`src/rtl/tppem_pkg.sv`:
```
// ----------------------------------------------------------------------------
// tppem_pkg: shared types and constants
// Item layouts, configuration set, back-end command codes and default sizes
// for the three-phase power and energy meter.
// ----------------------------------------------------------------------------
package tppem_pkg;

    // Field widths fixed by the item layout
    localparam int CURRENT_W  = 16;
    localparam int VOLTAGE_W  = 8;
    localparam int WARMUP_W   = 8;
    localparam int PHASE_P_W  = CURRENT_W + VOLTAGE_W;   // one phase product
    localparam int POWER_W    = 26;
    localparam int ENERGY_W   = 48;

    // Configuration port
    localparam int CFG_INDEX_W = 2;
    localparam int CFG_DATA_W  = 16;
    localparam logic [CFG_INDEX_W-1:0] REG_DEADBAND = 2'd0;
    localparam logic [CFG_INDEX_W-1:0] REG_VOLTAGE  = 2'd1;
    localparam logic [CFG_INDEX_W-1:0] REG_WARMUP   = 2'd2;

    // Register reset values
    localparam int DEF_CURRENT_FRAC_BITS = 8;
    localparam logic [VOLTAGE_W-1:0] VOLTAGE_RST = 8'd230;
    localparam logic [WARMUP_W-1:0]  WARMUP_RST  = 8'd20;

    // Queue depths (powers of two)
    localparam int DEF_CMD_DEPTH = 4;
    localparam int DEF_OUT_DEPTH = 2;

    // Request kinds
    localparam logic REQ_TICK  = 1'b0;
    localparam logic REQ_CLEAR = 1'b1;

    // Back-end operations
    typedef logic [1:0] op_t;
    localparam op_t OP_HOLD  = 2'd0;   // warming up: totals held
    localparam op_t OP_ACCUM = 2'd1;   // sum, peak and energy update
    localparam op_t OP_CLEAR = 2'd2;   // zero totals

    typedef struct packed {
        logic                 req_type;
        logic [CURRENT_W-1:0] current_a;
        logic [CURRENT_W-1:0] current_b;
        logic [CURRENT_W-1:0] current_c;
    } in_item_t;

    typedef struct packed {
        logic [POWER_W-1:0]  total_power;
        logic [POWER_W-1:0]  peak_power;
        logic [ENERGY_W-1:0] energy;
        logic                warmed_up;
    } out_item_t;

    typedef struct packed {
        logic [CURRENT_W-1:0] deadband_current;
        logic [VOLTAGE_W-1:0] nominal_voltage;
        logic [WARMUP_W-1:0]  warmup_ticks;
    } cfg_t;

    // Front-to-back command
    typedef struct packed {
        op_t                  op;
        logic                 warmed;
        logic [CURRENT_W-1:0] smooth_a;
        logic [CURRENT_W-1:0] smooth_b;
        logic [CURRENT_W-1:0] smooth_c;
    } cmd_t;

endpackage

```
`src/rtl/tppem_fifo.sv`:
```
// ----------------------------------------------------------------------------
// tppem_fifo: small synchronous queue
// Register-array queue with a combinational head; write and read may
// happen in the same cycle, also when full.
// ----------------------------------------------------------------------------
module tppem_fifo #(
    parameter int WIDTH = 8,
    parameter int DEPTH = 4
) (
    input  logic             clk,
    input  logic             rst_n,
    input  logic             wr_en,
    input  logic [WIDTH-1:0] wr_data,
    input  logic             rd_en,
    output logic [WIDTH-1:0] rd_data,
    output logic             full,
    output logic             empty
);
    localparam int PTR_W = (DEPTH > 1) ? $clog2(DEPTH) : 1;
    localparam int CNT_W = $clog2(DEPTH + 1);

    logic [WIDTH-1:0] mem_reg [DEPTH];
    logic [PTR_W-1:0] wr_ptr_reg, wr_ptr_next;
    logic [PTR_W-1:0] rd_ptr_reg, rd_ptr_next;
    logic [CNT_W-1:0] count_reg,  count_next;

    assign full    = (count_reg == CNT_W'(DEPTH));
    assign empty   = (count_reg == '0);
    assign rd_data = mem_reg[rd_ptr_reg];

    // Pointer and fill count
    always_comb
    begin
        wr_ptr_next = wr_ptr_reg;
        rd_ptr_next = rd_ptr_reg;
        count_next  = count_reg;
        if (wr_en)
        begin
            wr_ptr_next = (wr_ptr_reg == PTR_W'(DEPTH - 1)) ? '0 : wr_ptr_reg + 1'b1;
        end
        if (rd_en)
        begin
            rd_ptr_next = (rd_ptr_reg == PTR_W'(DEPTH - 1)) ? '0 : rd_ptr_reg + 1'b1;
        end
        if (wr_en && !rd_en)
        begin
            count_next = count_reg + 1'b1;
        end
        else if (rd_en && !wr_en)
        begin
            count_next = count_reg - 1'b1;
        end
    end

    always_ff @(posedge clk or negedge rst_n)
    begin
        if (!rst_n)
        begin
            wr_ptr_reg <= '0;
            rd_ptr_reg <= '0;
            count_reg  <= '0;
        end
        else
        begin
            wr_ptr_reg <= wr_ptr_next;
            rd_ptr_reg <= rd_ptr_next;
            count_reg  <= count_next;
        end
    end

    // Storage
    always_ff @(posedge clk)
    begin
        if (wr_en)
        begin
            mem_reg[wr_ptr_reg] <= wr_data;
        end
    end

    // Overflow and underflow
    a_no_overflow: assert property (@(posedge clk) disable iff (!rst_n)
        !(wr_en && full && !rd_en))
        else $error("queue written while full");
    a_no_underflow: assert property (@(posedge clk) disable iff (!rst_n)
        rd_en |-> !empty)
        else $error("queue read while empty");

endmodule

```
`src/rtl/tppem_front.sv`:
```
// ----------------------------------------------------------------------------
// tppem_front: request intake
// Gates and smooths the phase currents, advances the warm-up count and
// turns each item into a hold, accumulate or clear command.
// ----------------------------------------------------------------------------
module tppem_front (
    input  logic               clk,
    input  logic               rst_n,
    input  logic               accept,
    input  tppem_pkg::in_item_t req,
    input  tppem_pkg::cfg_t     cfg,
    output logic               cmd_wr,
    output tppem_pkg::cmd_t     cmd
);
    import tppem_pkg::*;

    logic [CURRENT_W-1:0] smooth_a_reg, smooth_a_next;
    logic [CURRENT_W-1:0] smooth_b_reg, smooth_b_next;
    logic [CURRENT_W-1:0] smooth_c_reg, smooth_c_next;
    logic [WARMUP_W-1:0]  warm_cnt_reg, warm_cnt_next;
    logic [WARMUP_W:0]    warm_inc;

    // Deadband gate, then (old + new) / 2 rounding down
    function automatic logic [CURRENT_W-1:0] gate_smooth(
        input logic [CURRENT_W-1:0] old_val,
        input logic [CURRENT_W-1:0] raw,
        input logic [CURRENT_W-1:0] deadband
    );
        logic [CURRENT_W-1:0] cur;
        logic [CURRENT_W:0]   sum;
        cur = (raw < deadband) ? '0 : raw;
        sum = {1'b0, old_val} + {1'b0, cur};
        return sum[CURRENT_W:1];
    endfunction

    assign warm_inc = {1'b0, warm_cnt_reg} + 1'b1;

    // Classify and update front state
    always_comb
    begin
        smooth_a_next = smooth_a_reg;
        smooth_b_next = smooth_b_reg;
        smooth_c_next = smooth_c_reg;
        warm_cnt_next = warm_cnt_reg;
        cmd.op        = OP_CLEAR;
        cmd.warmed    = (warm_cnt_reg >= cfg.warmup_ticks);
        if (req.req_type == REQ_TICK)
        begin
            smooth_a_next = gate_smooth(smooth_a_reg, req.current_a, cfg.deadband_current);
            smooth_b_next = gate_smooth(smooth_b_reg, req.current_b, cfg.deadband_current);
            smooth_c_next = gate_smooth(smooth_c_reg, req.current_c, cfg.deadband_current);
            if (warm_inc >= {1'b0, cfg.warmup_ticks})
            begin
                warm_cnt_next = cfg.warmup_ticks;
                cmd.op        = OP_ACCUM;
                cmd.warmed    = 1'b1;
            end
            else
            begin
                warm_cnt_next = warm_inc[WARMUP_W-1:0];
                cmd.op        = OP_HOLD;
                cmd.warmed    = 1'b0;
            end
        end
        cmd.smooth_a = smooth_a_next;
        cmd.smooth_b = smooth_b_next;
        cmd.smooth_c = smooth_c_next;
    end

    assign cmd_wr = accept;

    always_ff @(posedge clk or negedge rst_n)
    begin
        if (!rst_n)
        begin
            smooth_a_reg <= '0;
            smooth_b_reg <= '0;
            smooth_c_reg <= '0;
            warm_cnt_reg <= '0;
        end
        else if (accept)
        begin
            smooth_a_reg <= smooth_a_next;
            smooth_b_reg <= smooth_b_next;
            smooth_c_reg <= smooth_c_next;
            warm_cnt_reg <= warm_cnt_next;
        end
    end

endmodule

```
`src/rtl/tppem_back.sv`:
```
// ----------------------------------------------------------------------------
// tppem_back: power and energy pipeline
// Three stages: phase products, three-way sum, then total/peak/energy
// update with saturation. The whole pipeline moves together.
// ----------------------------------------------------------------------------
module tppem_back (
    input  logic                  clk,
    input  logic                  rst_n,
    input  logic [7:0]            nominal_voltage,
    input  logic                  cmd_empty,
    input  tppem_pkg::cmd_t       cmd,
    output logic                  cmd_rd,
    input  logic                  res_full,
    input  logic                  res_rd,
    output logic                  res_wr,
    output tppem_pkg::out_item_t  res
);
    import tppem_pkg::*;

    logic advance;

    // Stage 1: phase products
    logic                 s1_valid_reg;
    op_t                  s1_op_reg;
    logic                 s1_warmed_reg;
    logic [PHASE_P_W-1:0] s1_pa_reg, s1_pb_reg, s1_pc_reg;

    // Stage 2: sum
    logic                 s2_valid_reg;
    op_t                  s2_op_reg;
    logic                 s2_warmed_reg;
    logic [POWER_W-1:0]   s2_sum_reg;

    // Accumulated state
    logic [POWER_W-1:0]   total_reg,  total_next;
    logic [POWER_W-1:0]   peak_reg,   peak_next;
    logic [ENERGY_W-1:0]  energy_reg, energy_next;
    logic [ENERGY_W:0]    energy_add;

    assign advance = !res_full || res_rd;
    assign cmd_rd  = advance && !cmd_empty;

    always_ff @(posedge clk or negedge rst_n)
    begin
        if (!rst_n)
        begin
            s1_valid_reg <= 1'b0;
            s2_valid_reg <= 1'b0;
        end
        else if (advance)
        begin
            s1_valid_reg <= !cmd_empty;
            s2_valid_reg <= s1_valid_reg;
        end
    end

    always_ff @(posedge clk)
    begin
        if (advance)
        begin
            s1_op_reg     <= cmd.op;
            s1_warmed_reg <= cmd.warmed;
            s1_pa_reg     <= PHASE_P_W'(cmd.smooth_a) * PHASE_P_W'(nominal_voltage);
            s1_pb_reg     <= PHASE_P_W'(cmd.smooth_b) * PHASE_P_W'(nominal_voltage);
            s1_pc_reg     <= PHASE_P_W'(cmd.smooth_c) * PHASE_P_W'(nominal_voltage);
            s2_op_reg     <= s1_op_reg;
            s2_warmed_reg <= s1_warmed_reg;
            s2_sum_reg    <= POWER_W'(s1_pa_reg) + POWER_W'(s1_pb_reg)
                           + POWER_W'(s1_pc_reg);
        end
    end

    // Stage 3: total, peak and saturating energy
    assign energy_add = {1'b0, energy_reg} + {{(ENERGY_W - POWER_W + 1){1'b0}}, s2_sum_reg};

    always_comb
    begin
        total_next  = total_reg;
        peak_next   = peak_reg;
        energy_next = energy_reg;
        unique case (s2_op_reg)
            OP_ACCUM:
            begin
                total_next  = s2_sum_reg;
                peak_next   = (peak_reg < s2_sum_reg) ? s2_sum_reg : peak_reg;
                energy_next = energy_add[ENERGY_W] ? '1 : energy_add[ENERGY_W-1:0];
            end
            OP_CLEAR:
            begin
                total_next  = '0;
                peak_next   = '0;
                energy_next = '0;
            end
            default:
            begin
                total_next  = total_reg;
            end
        endcase
    end

    assign res_wr          = advance && s2_valid_reg;
    assign res.total_power = total_next;
    assign res.peak_power  = peak_next;
    assign res.energy      = energy_next;
    assign res.warmed_up   = s2_warmed_reg;

    always_ff @(posedge clk or negedge rst_n)
    begin
        if (!rst_n)
        begin
            total_reg  <= '0;
            peak_reg   <= '0;
            energy_reg <= '0;
        end
        else if (res_wr)
        begin
            total_reg  <= total_next;
            peak_reg   <= peak_next;
            energy_reg <= energy_next;
        end
    end

    // Peak never below the reported total; energy only grows between clears
    a_peak_covers_total: assert property (@(posedge clk) disable iff (!rst_n)
        res_wr |-> (res.peak_power >= res.total_power))
        else $error("peak below total");
    a_energy_monotone: assert property (@(posedge clk) disable iff (!rst_n)
        (res_wr && s2_op_reg != OP_CLEAR) |-> (energy_next >= energy_reg))
        else $error("energy decreased without clear");

endmodule

```
`src/rtl/three_phase_power_energy_meter.sv`:
```
// ----------------------------------------------------------------------------
// three_phase_power_energy_meter: three-phase apparent power and energy
// Per-tick current gating and smoothing, phase power, peak tracking and a
// saturating energy accumulator, with queue-style item ports.
// ----------------------------------------------------------------------------
//  channel   ports                          accepted when
//  request   push, full, req                push && !full
//  result    empty, pop, result             pop && !empty
//  config    cfg_we, cfg_index, cfg_data    cfg_we
//
// One item per clock sustained while results are popped. A taken item goes
// through the command queue, then multiply, sum and accumulate, into results.
// Reset clears all state and loads register defaults; no clearing pass.
// full rises when the four-entry command queue fills; the back pipeline
// freezes while the two-entry result queue is full and not popped.
// ----------------------------------------------------------------------------
module three_phase_power_energy_meter #(
    parameter int CURRENT_FRAC_BITS = tppem_pkg::DEF_CURRENT_FRAC_BITS,
    parameter int CMD_DEPTH         = tppem_pkg::DEF_CMD_DEPTH,
    parameter int OUT_DEPTH         = tppem_pkg::DEF_OUT_DEPTH
) (
    input  logic                                clk,
    input  logic                                rst_n,
    input  logic                                push,
    output logic                                full,
    input  tppem_pkg::in_item_t                 req,
    output logic                                empty,
    input  logic                                pop,
    output tppem_pkg::out_item_t                result,
    input  logic                                cfg_we,
    input  logic [tppem_pkg::CFG_INDEX_W-1:0]   cfg_index,
    input  logic [tppem_pkg::CFG_DATA_W-1:0]    cfg_data
);
    import tppem_pkg::*;

    cfg_t      cfg_reg;
    logic      accept;
    logic      cmd_wr, cmd_rd, cmd_full, cmd_empty;
    cmd_t      cmd_in, cmd_out;
    logic      res_wr, res_full;
    out_item_t res_in;

    // Configuration registers
    always_ff @(posedge clk or negedge rst_n)
    begin
        if (!rst_n)
        begin
            cfg_reg.deadband_current <= CURRENT_W'(1 << CURRENT_FRAC_BITS);
            cfg_reg.nominal_voltage  <= VOLTAGE_RST;
            cfg_reg.warmup_ticks     <= WARMUP_RST;
        end
        else if (cfg_we)
        begin
            unique case (cfg_index)
                REG_DEADBAND: cfg_reg.deadband_current <= cfg_data;
                REG_VOLTAGE:  cfg_reg.nominal_voltage  <= cfg_data[VOLTAGE_W-1:0];
                REG_WARMUP:   cfg_reg.warmup_ticks     <= cfg_data[WARMUP_W-1:0];
                default:      cfg_reg                  <= cfg_reg;
            endcase
        end
    end

    assign accept = push && !full;
    assign full   = cmd_full;

    tppem_front u_front (
        .clk    (clk),
        .rst_n  (rst_n),
        .accept (accept),
        .req    (req),
        .cfg    (cfg_reg),
        .cmd_wr (cmd_wr),
        .cmd    (cmd_in)
    );

    tppem_fifo #(
        .WIDTH ($bits(cmd_t)),
        .DEPTH (CMD_DEPTH)
    ) u_cmd_q (
        .clk     (clk),
        .rst_n   (rst_n),
        .wr_en   (cmd_wr),
        .wr_data (cmd_in),
        .rd_en   (cmd_rd),
        .rd_data (cmd_out),
        .full    (cmd_full),
        .empty   (cmd_empty)
    );

    tppem_back u_back (
        .clk             (clk),
        .rst_n           (rst_n),
        .nominal_voltage (cfg_reg.nominal_voltage),
        .cmd_empty       (cmd_empty),
        .cmd             (cmd_out),
        .cmd_rd          (cmd_rd),
        .res_full        (res_full),
        .res_rd          (pop && !empty),
        .res_wr          (res_wr),
        .res             (res_in)
    );

    tppem_fifo #(
        .WIDTH ($bits(out_item_t)),
        .DEPTH (OUT_DEPTH)
    ) u_res_q (
        .clk     (clk),
        .rst_n   (rst_n),
        .wr_en   (res_wr),
        .wr_data (res_in),
        .rd_en   (pop && !empty),
        .rd_data (result),
        .full    (res_full),
        .empty   (empty)
    );

endmodule

```
`config.mk`:
```
export PLATFORM = sky130hd
export DESIGN_NAME = three_phase_power_energy_meter
export DESIGN_NICKNAME = d
export VERILOG_FILES = /design/src/rtl/tppem_pkg.sv /design/src/rtl/tppem_fifo.sv /design/src/rtl/tppem_front.sv /design/src/rtl/tppem_back.sv /design/src/rtl/three_phase_power_energy_meter.sv
export SDC_FILE = /design/constraint.sdc
export NUM_CORES = 2
export LEC_CHECK = 0
export BUFFER_PORTS_ARGS = -buffer_cell sky130_fd_sc_hd__buf_2
export CORE_UTILIZATION = 25
export CTS_CLUSTER_DIAMETER = 30
export DETAILED_ROUTE_END_ITERATION = 6
export SLEW_MARGIN = 20
export SYNTH_ARGS = -nofsm -noshare
export SYNTH_HDL_FRONTEND = slang
export SYNTH_SLANG_ARGS = --single-unit
```
`constraint.sdc`:
```
create_clock -name clk -period 8.6 [get_ports clk]
set_clock_uncertainty 0.2 [all_clocks]
set_input_delay 0.43 -clock clk [delete_from_list [all_inputs] [get_ports clk]]
set_output_delay 0.43 -clock clk [all_outputs]
set_load 0.01 [all_outputs]
```
Word-level counts from Yosys, hierarchy flattened
Memories as Yosys holds them, arrays and structs flattened.
Cells that the tools add are included.
{ "op_classes": {"add_sub_neg": 15, "n_mul": 3, "n_lt_le_gt_ge": 6, "n_eq_ne": 8, "muxes": 26, "bitwise_logic": 1, "n_reduce_logical": 26} }
{ "ops": {"columns": ["cell", "count"], "rows": [
  ["one-hot mux 26 bit (2 select lines)", 2],
  ["2-to-1 mux 16 bit", 6],
  ["one-hot mux 48 bit (2 select lines)", 1],
  ["multiplier 16 x 8 -> 24 bit", 3],
  ["adder 16 x 16 -> 17 bit", 3],
  ["adder 48 x 26 -> 49 bit", 1],
  ["< comparator 16 bit", 3],
  ["2-to-1 mux 48 bit", 1],
  ["adder 26 x 24 -> 26 bit", 1],
  ["< comparator 26 bit", 1],
  ["2-to-1 mux 26 bit", 1],
  ["adder 24 x 24 -> 25 bit", 1],
  ["equality test 2 bit, second input constant", 5],
  ["2-to-1 mux 2 bit", 5],
  ["adder 8 x 1 -> 9 bit, second input constant", 1],
  ["greater-or-equal comparator 9 x 8 -> 1 bit", 1],
  ["2-to-1 mux 3 bit", 3],
  ["greater-or-equal comparator 8 bit", 1],
  ["logical AND 1 bit", 8],
  ["logical NOT 1 bit", 8],
  ["2-to-1 mux 8 bit", 1],
  ["AND reduction 2 bit", 4],
  ["adder 2 x 1 -> 2 bit, second input constant", 3],
  ["2-to-1 mux 1 bit", 6],
  ["other kinds (11)", 15]
]} }
{ "word_totals": {"reg_bits": 305, "mem_bits_rw": 406, "output_inout_bits": 103, "memories": 2} }
{ "memory_table": {"columns": ["name", "depth", "word_bits", "read_ports", "rd_clocked_by_memory_dff", "wr", "line", "source"], "rows": [
  ["u_cmd_q.mem_reg", 4, 51, 1, 0, 1, "tppem_fifo.sv:22", "logic [WIDTH-1:0] mem_reg [DEPTH];"],
  ["u_res_q.mem_reg", 2, 101, 1, 0, 1, "tppem_fifo.sv:22", null]
]} }

Depth between registers and ports, before layout
{ "depth": {"word_depth": 9, "depth_mapped": 22, "ltp_nobuf": 20} }

Cells and area by module
Synthesis repeated with hierarchy kept, for this count alone.
{ "hier_totals": {"hier_cells": 4317, "hier_area_um2": 48504.0} }
{ "modules_own_cells": {"columns": ["mod", "n_inst", "cells_each", "area_each_um2", "seq_area_each_um2"], "rows": [
  ["tppem_back", 1, 2703, 24589.8, 5675.4],
  ["tppem_fifo at u_cmd_q", 1, 304, 7837.5, 6301.0],
  ["tppem_fifo at u_res_q", 1, 330, 7797.5, 6165.9],
  ["tppem_front", 1, 910, 7050.5, 1401.3],
  ["three_phase_power_energy_meter", 1, 70, 1228.7, 810.8]
]} }

Least setup slack after synthesis
Ideal clock, no wire load.
{ "synth_timing": {"path_kind": "flip-flop to flip-flop", "startpoint": "register u_res_q.count_reg[1]", "endpoint": "memory u_res_q.mem_reg[0][0] (netlist bit), enable pin", "setup_ns": 0.562, "t_arrival_ns": 7.619, "required_ns": 7.838, "path_slack_ns": 0.219, "path_stages_with_launch": 7, "path_buffers": 2, "period_less_slack_ns": 8.381, "cell_sequence": "dfrtp_1 nor3b_1 inv_1 nand2_1 clkbuf_1 clkbuf_1 nor2_1"} }
{ "synth_via": {"elab_chain_len": 7, "word_cells_on_any_way": 9} }
{ "synth_lines": {"columns": ["item", "line", "source"], "rows": [
  ["from (decl)", "tppem_fifo.sv:25", "logic [CNT_W-1:0] count_reg, count_next;"],
  ["from (signal assigned)", "tppem_fifo.sv:67", "count_reg <= count_next;"],
  ["logical NOT 2 bit", "tppem_fifo.sv:28", "assign empty = (count_reg == '0);"],
  ["logical NOT 1 bit", "three_phase_power_energy_meter.sv:98", ".res_rd (pop && !empty),"],
  ["logical AND 1 bit", "three_phase_power_energy_meter.sv:98", null],
  ["logical OR 1 bit *", "tppem_back.sv:40", "assign advance = !res_full || res_rd;"],
  ["logical AND 1 bit *", "tppem_back.sv:101", "assign res_wr = advance && s2_valid_reg;"],
  ["2-to-1 mux 1 bit *", "tppem_fifo.sv:74", "if (wr_en)"],
  ["2-to-1 mux 1 bit (not written as such) *", "tppem_fifo.sv:76", "mem_reg[wr_ptr_reg] <= wr_data;"],
  ["to (decl)", "tppem_fifo.sv:22", null]
]} }
Mark *: on every way between the ends. The rest lies on a longest branch, timed or not.

Worst setup path in the final report
{ "layout_timing": {"startpoint": "register u_cmd_q.rd_ptr_reg[0]", "endpoint": "register u_back.s1_pc_reg[23], data pin"} }
{ "layout_via": {"elab_chain_len": 2} }
{ "layout_lines": {"columns": ["item", "line", "source"], "rows": [
  ["from (decl)", "tppem_fifo.sv:24", "logic [PTR_W-1:0] rd_ptr_reg, rd_ptr_next;"],
  ["from (signal assigned)", "tppem_fifo.sv:66", "rd_ptr_reg <= rd_ptr_next;"],
  ["memory read (4 x 51 bit)", null, null],
  ["multiplier 16 x 8 -> 24 bit", "tppem_back.sv:65", "s1_pc_reg <= PHASE_P_W'(cmd.smooth_c) * PHASE_P_W'(nominal_voltage);"],
  ["to (signal assigned)", "tppem_back.sv:65", null],
  ["to (decl)", "tppem_back.sv:26", "logic [PHASE_P_W-1:0] s1_pa_reg, s1_pb_reg, s1_pc_reg;"]
]} }
No other way between the ends.
A chain may end at the register's enable or synchronous reset.

==> impl_metrics.py <==
metrics = {
    "synthesis": {
        "syn_inst": 4445,
        "synth_edf_count": 510,
        "syn_avg_cell_area_sq_um": 10.88,
        "synth_top_area_cell": "edfxtp_1",
        "synth_area_leaders": "edfxtp_1 (32%), fa_1 (11%), dfrtp_1 (10%), ha_1 (9.0%), and2_1 (4.6%)",
        "async_flop_share": 0.2827,
        "netlist_area_sq_um": 48360,
        "syn_nets": 5122,
        "yosys_warnings": 0,
        "ys_ff_latch": 711,
        "seq_area_frac_synth": 0.4209,
        "ys.flop_type": "edfxtp_1",
        "synth.distinct_cells": 83,
        "yosysTopAreaCellShare": 0.3167,
    },
    "final_layout": {
        "layout_commonest_cell": "edfxtp_1",
        "largest_reg_flops": 204,
        "area_delta_synth_final_pct": 16.99,
        "final_layout_size_suffix_gt1_frac": 0.1380,
        "final_cell_mix": "edfxtp_1 (510), nand2_1 (452), inv_1 (400)",
        "fin_nets": 5304,
    },
    "critical_path": {
        "crit_arrival_ps": 7040,
        "startpoint_type": "flop",
        "cp_slowest_stage_delay_ps": 890,
        "crit_path_top_delay_cell": "dfrtp_4",
        "worst_ep_required_time_ps": 8880,
        "worst_path_most_repeated_cell": "fa_1",
        "crit_chain": "mux4_2, and2_1, fa_1, fa_1, fa_1, inv_1, fa_1, inv_1, ha_1, or2_2, a21oi_1, a211oi_1, o32ai_1, o21ai_0, a211oi_1, a21oi_1, xnor2_1",
        "worst-path-buf-inv": 2,
        "worstReg2RegStart": "u_cmd_q.rd_ptr_reg[0]$_DFFE_PN0P_",
        "reg2reg_to": "u_back.s1_pc_reg[23]$_DFFE_PN_",
        "crit_family": "adder cells",
        "reg2reg_depth": 17,
        "r2r_slack_ps": 1830,
        "end_kind": "flop",
        "startpoint": "u_cmd_q.rd_ptr_reg[0]$_DFFE_PN0P_",
        "timing_worst_setup_path_type": "reg -> reg",
        "worst-path-max-fanout": 37,
    },
    "placed_design": {
        "dp_hpwl_mm": 86.53,
        "io_buffers": 174,
        "place.gp.congestion": 0.8485,
    },
    "sta": {
        "tightest_slew_ps": 1131,
        "slew_headroom": 0.2365,
        "post-route-period-util": 0.7868,
        "drv_slew": 0,
        "finalHoldViolations": 0,
        "grt_setup_unrepaired": "false",
        "tns_ps": 0,
        "setup_viol": 0,
        "max_freq_mhz": 147.8,
        "period_minus_slack_ps": 6766,
    },
    "grt": {
        "grt_pass1_vias": 33840,
        "grtUsageTotal": 0.1208,
        "overflow": 0,
        "grt_max_degree": 93,
        "grt_pass1_wl_mm": 189.9,
        "grt_antenna_before_repair": 5,
    },
    "routing": {
        "antenna_left": 0,
        "wirelength_mm": 118.4,
        "drt-initial-drc-count": 2410,
        "vias_per_cell": 4.595,
        "wl_per_cell_microns": 16.31,
        "drc": 0,
        "firstDrtPassIters": 7,
        "vias": 33361,
    },
    "cts": {
        "cts_made_buffers": 119,
        "cts_resized": 0,
        "htree_levels": 3,
        "cts_setup_buffers": 0,
        "clock_sinks": 711,
        "clkLatencyLatePin_ps": 770,
        "cts_tree": "done",
        "cts_buffer_depth": 3,
        "clk_pin_slew_ps": 60,
        "cts_root_buffer": "clkbuf_16",
    },
    "job": {
        "cap_violations": 0,
    },
    "floorplan": {
        "die_area_sq_um": 195200,
        "num_io_pins": 175,
        "core_sq_um": 192400,
        "die_w_microns": 441.8,
        "row_count": 161,
        "initial_utilization": 0.2514,
        "fp.dieH_microns": 441.8,
    },
    "run_status": {
        "status": "finished clean",
    },
    "min_path": {
        "hold_class": "in -> async",
    },
}
## logic make-up (layout without fill, tap and decap cells)
| logic type | count (synthesis) | count (layout) | share of synthesized area |
|---|---|---|---|
| DFF | 711 | 711 | 0.4209 |
| other | 0 | 1 | 0 |
| adders and majority gates | 605 | 605 | 0.1967 |
| buffers and inverters | 578 | 866 | 0.04577 |
| AOI/OAI and AO/OA | 846 | 846 | 0.1139 |
| muxes | 187 | 187 | 0.05524 |
| xor gates and xnor gates | 155 | 155 | 0.02807 |
| and+or+nand+nor | 1363 | 1363 | 0.1393 |
## timing repair
item / CTS / global route
hold endpoints to repair: 101 / 0
endpoints found under the setup margin: 0 / 0
hold buffers: 23 / 0
## cell type report
type,instances,area (sq um)
multi-input combinational,3156,25850
inverter,404,1519
tap,2526,3161
timing repair buffer,235,1409
antenna,1,2.502
sequential,711,20360
clock buffer,133,3070
clock inverter,94,1197
fill,19610,135800
## worst max-delay path by stage
stage / endpoint / slack (ps) / cells past startpoint
final: u_back.s1_pc_reg[23]$_DFFE_PN_ / 1830 / 17
after global routing: u_back.s1_pa_reg[23]$_DFFE_PN_ / 1340 / 19
after CTS: u_back.s1_pa_reg[23]$_DFFE_PN_ / 1740 / 19
after detailed placement: u_back.s1_pa_reg[23]$_DFFE_PN_ / 1730 / 19
after global placement: u_back.s1_pa_reg[23]$_DFFE_PN_ / 1730 / 19
after floorplan: u_res_q.mem_reg[0][0]$_DFFE_PP_ / 220 / 6
## synth_stat cells, types with 111 or more instances
cell type / instances
edfxtp_1: 510
nand2_1: 454
inv_1: 401
and2_1: 358
ha_1: 346
o21ai_0: 260
fa_1: 259
nor2_1: 217
dfrtp_1: 193
a21oi_1: 180
clkbuf_1: 148
mux2_2: 129
xnor2_1: 111
## metrics by stage
stage / instance area (sq um) / instances / util / hold slack, ps / setup WS (ps)
floorplan: 48360 / 4445 / - / -65.59 / 218.9
global placement: 52070 / 7009 / 0.2707 / 207.7 / 1730
detailed placement: 52070 / 7009 / 0.2707 / 211.9 / 1726
CTS: 56570 / 7259 / 0.2941 / 0.6937 / 1742
global route: 56570 / 7260 / 0.2941 / 39.93 / 1337
finish: 56570 / 7260 / 0.2941 / 25.52 / 1834
## per-layer routing
metal | up-vias | global-route usage | routed length, microns
li1 | 16045 | - | -
met1 | 16332 | 0.1704 | 56910
met2 | 842 | 0.1897 | 52510
met3 | 142 | 0.02183 | 6519
met4 | 0 | 0.03042 | 2450
met5 | - | 0 | 0
Power is left out: the tool's default activity adds up to more than one toggle a clock period on the data nets, which glitch-free logic cannot reach.
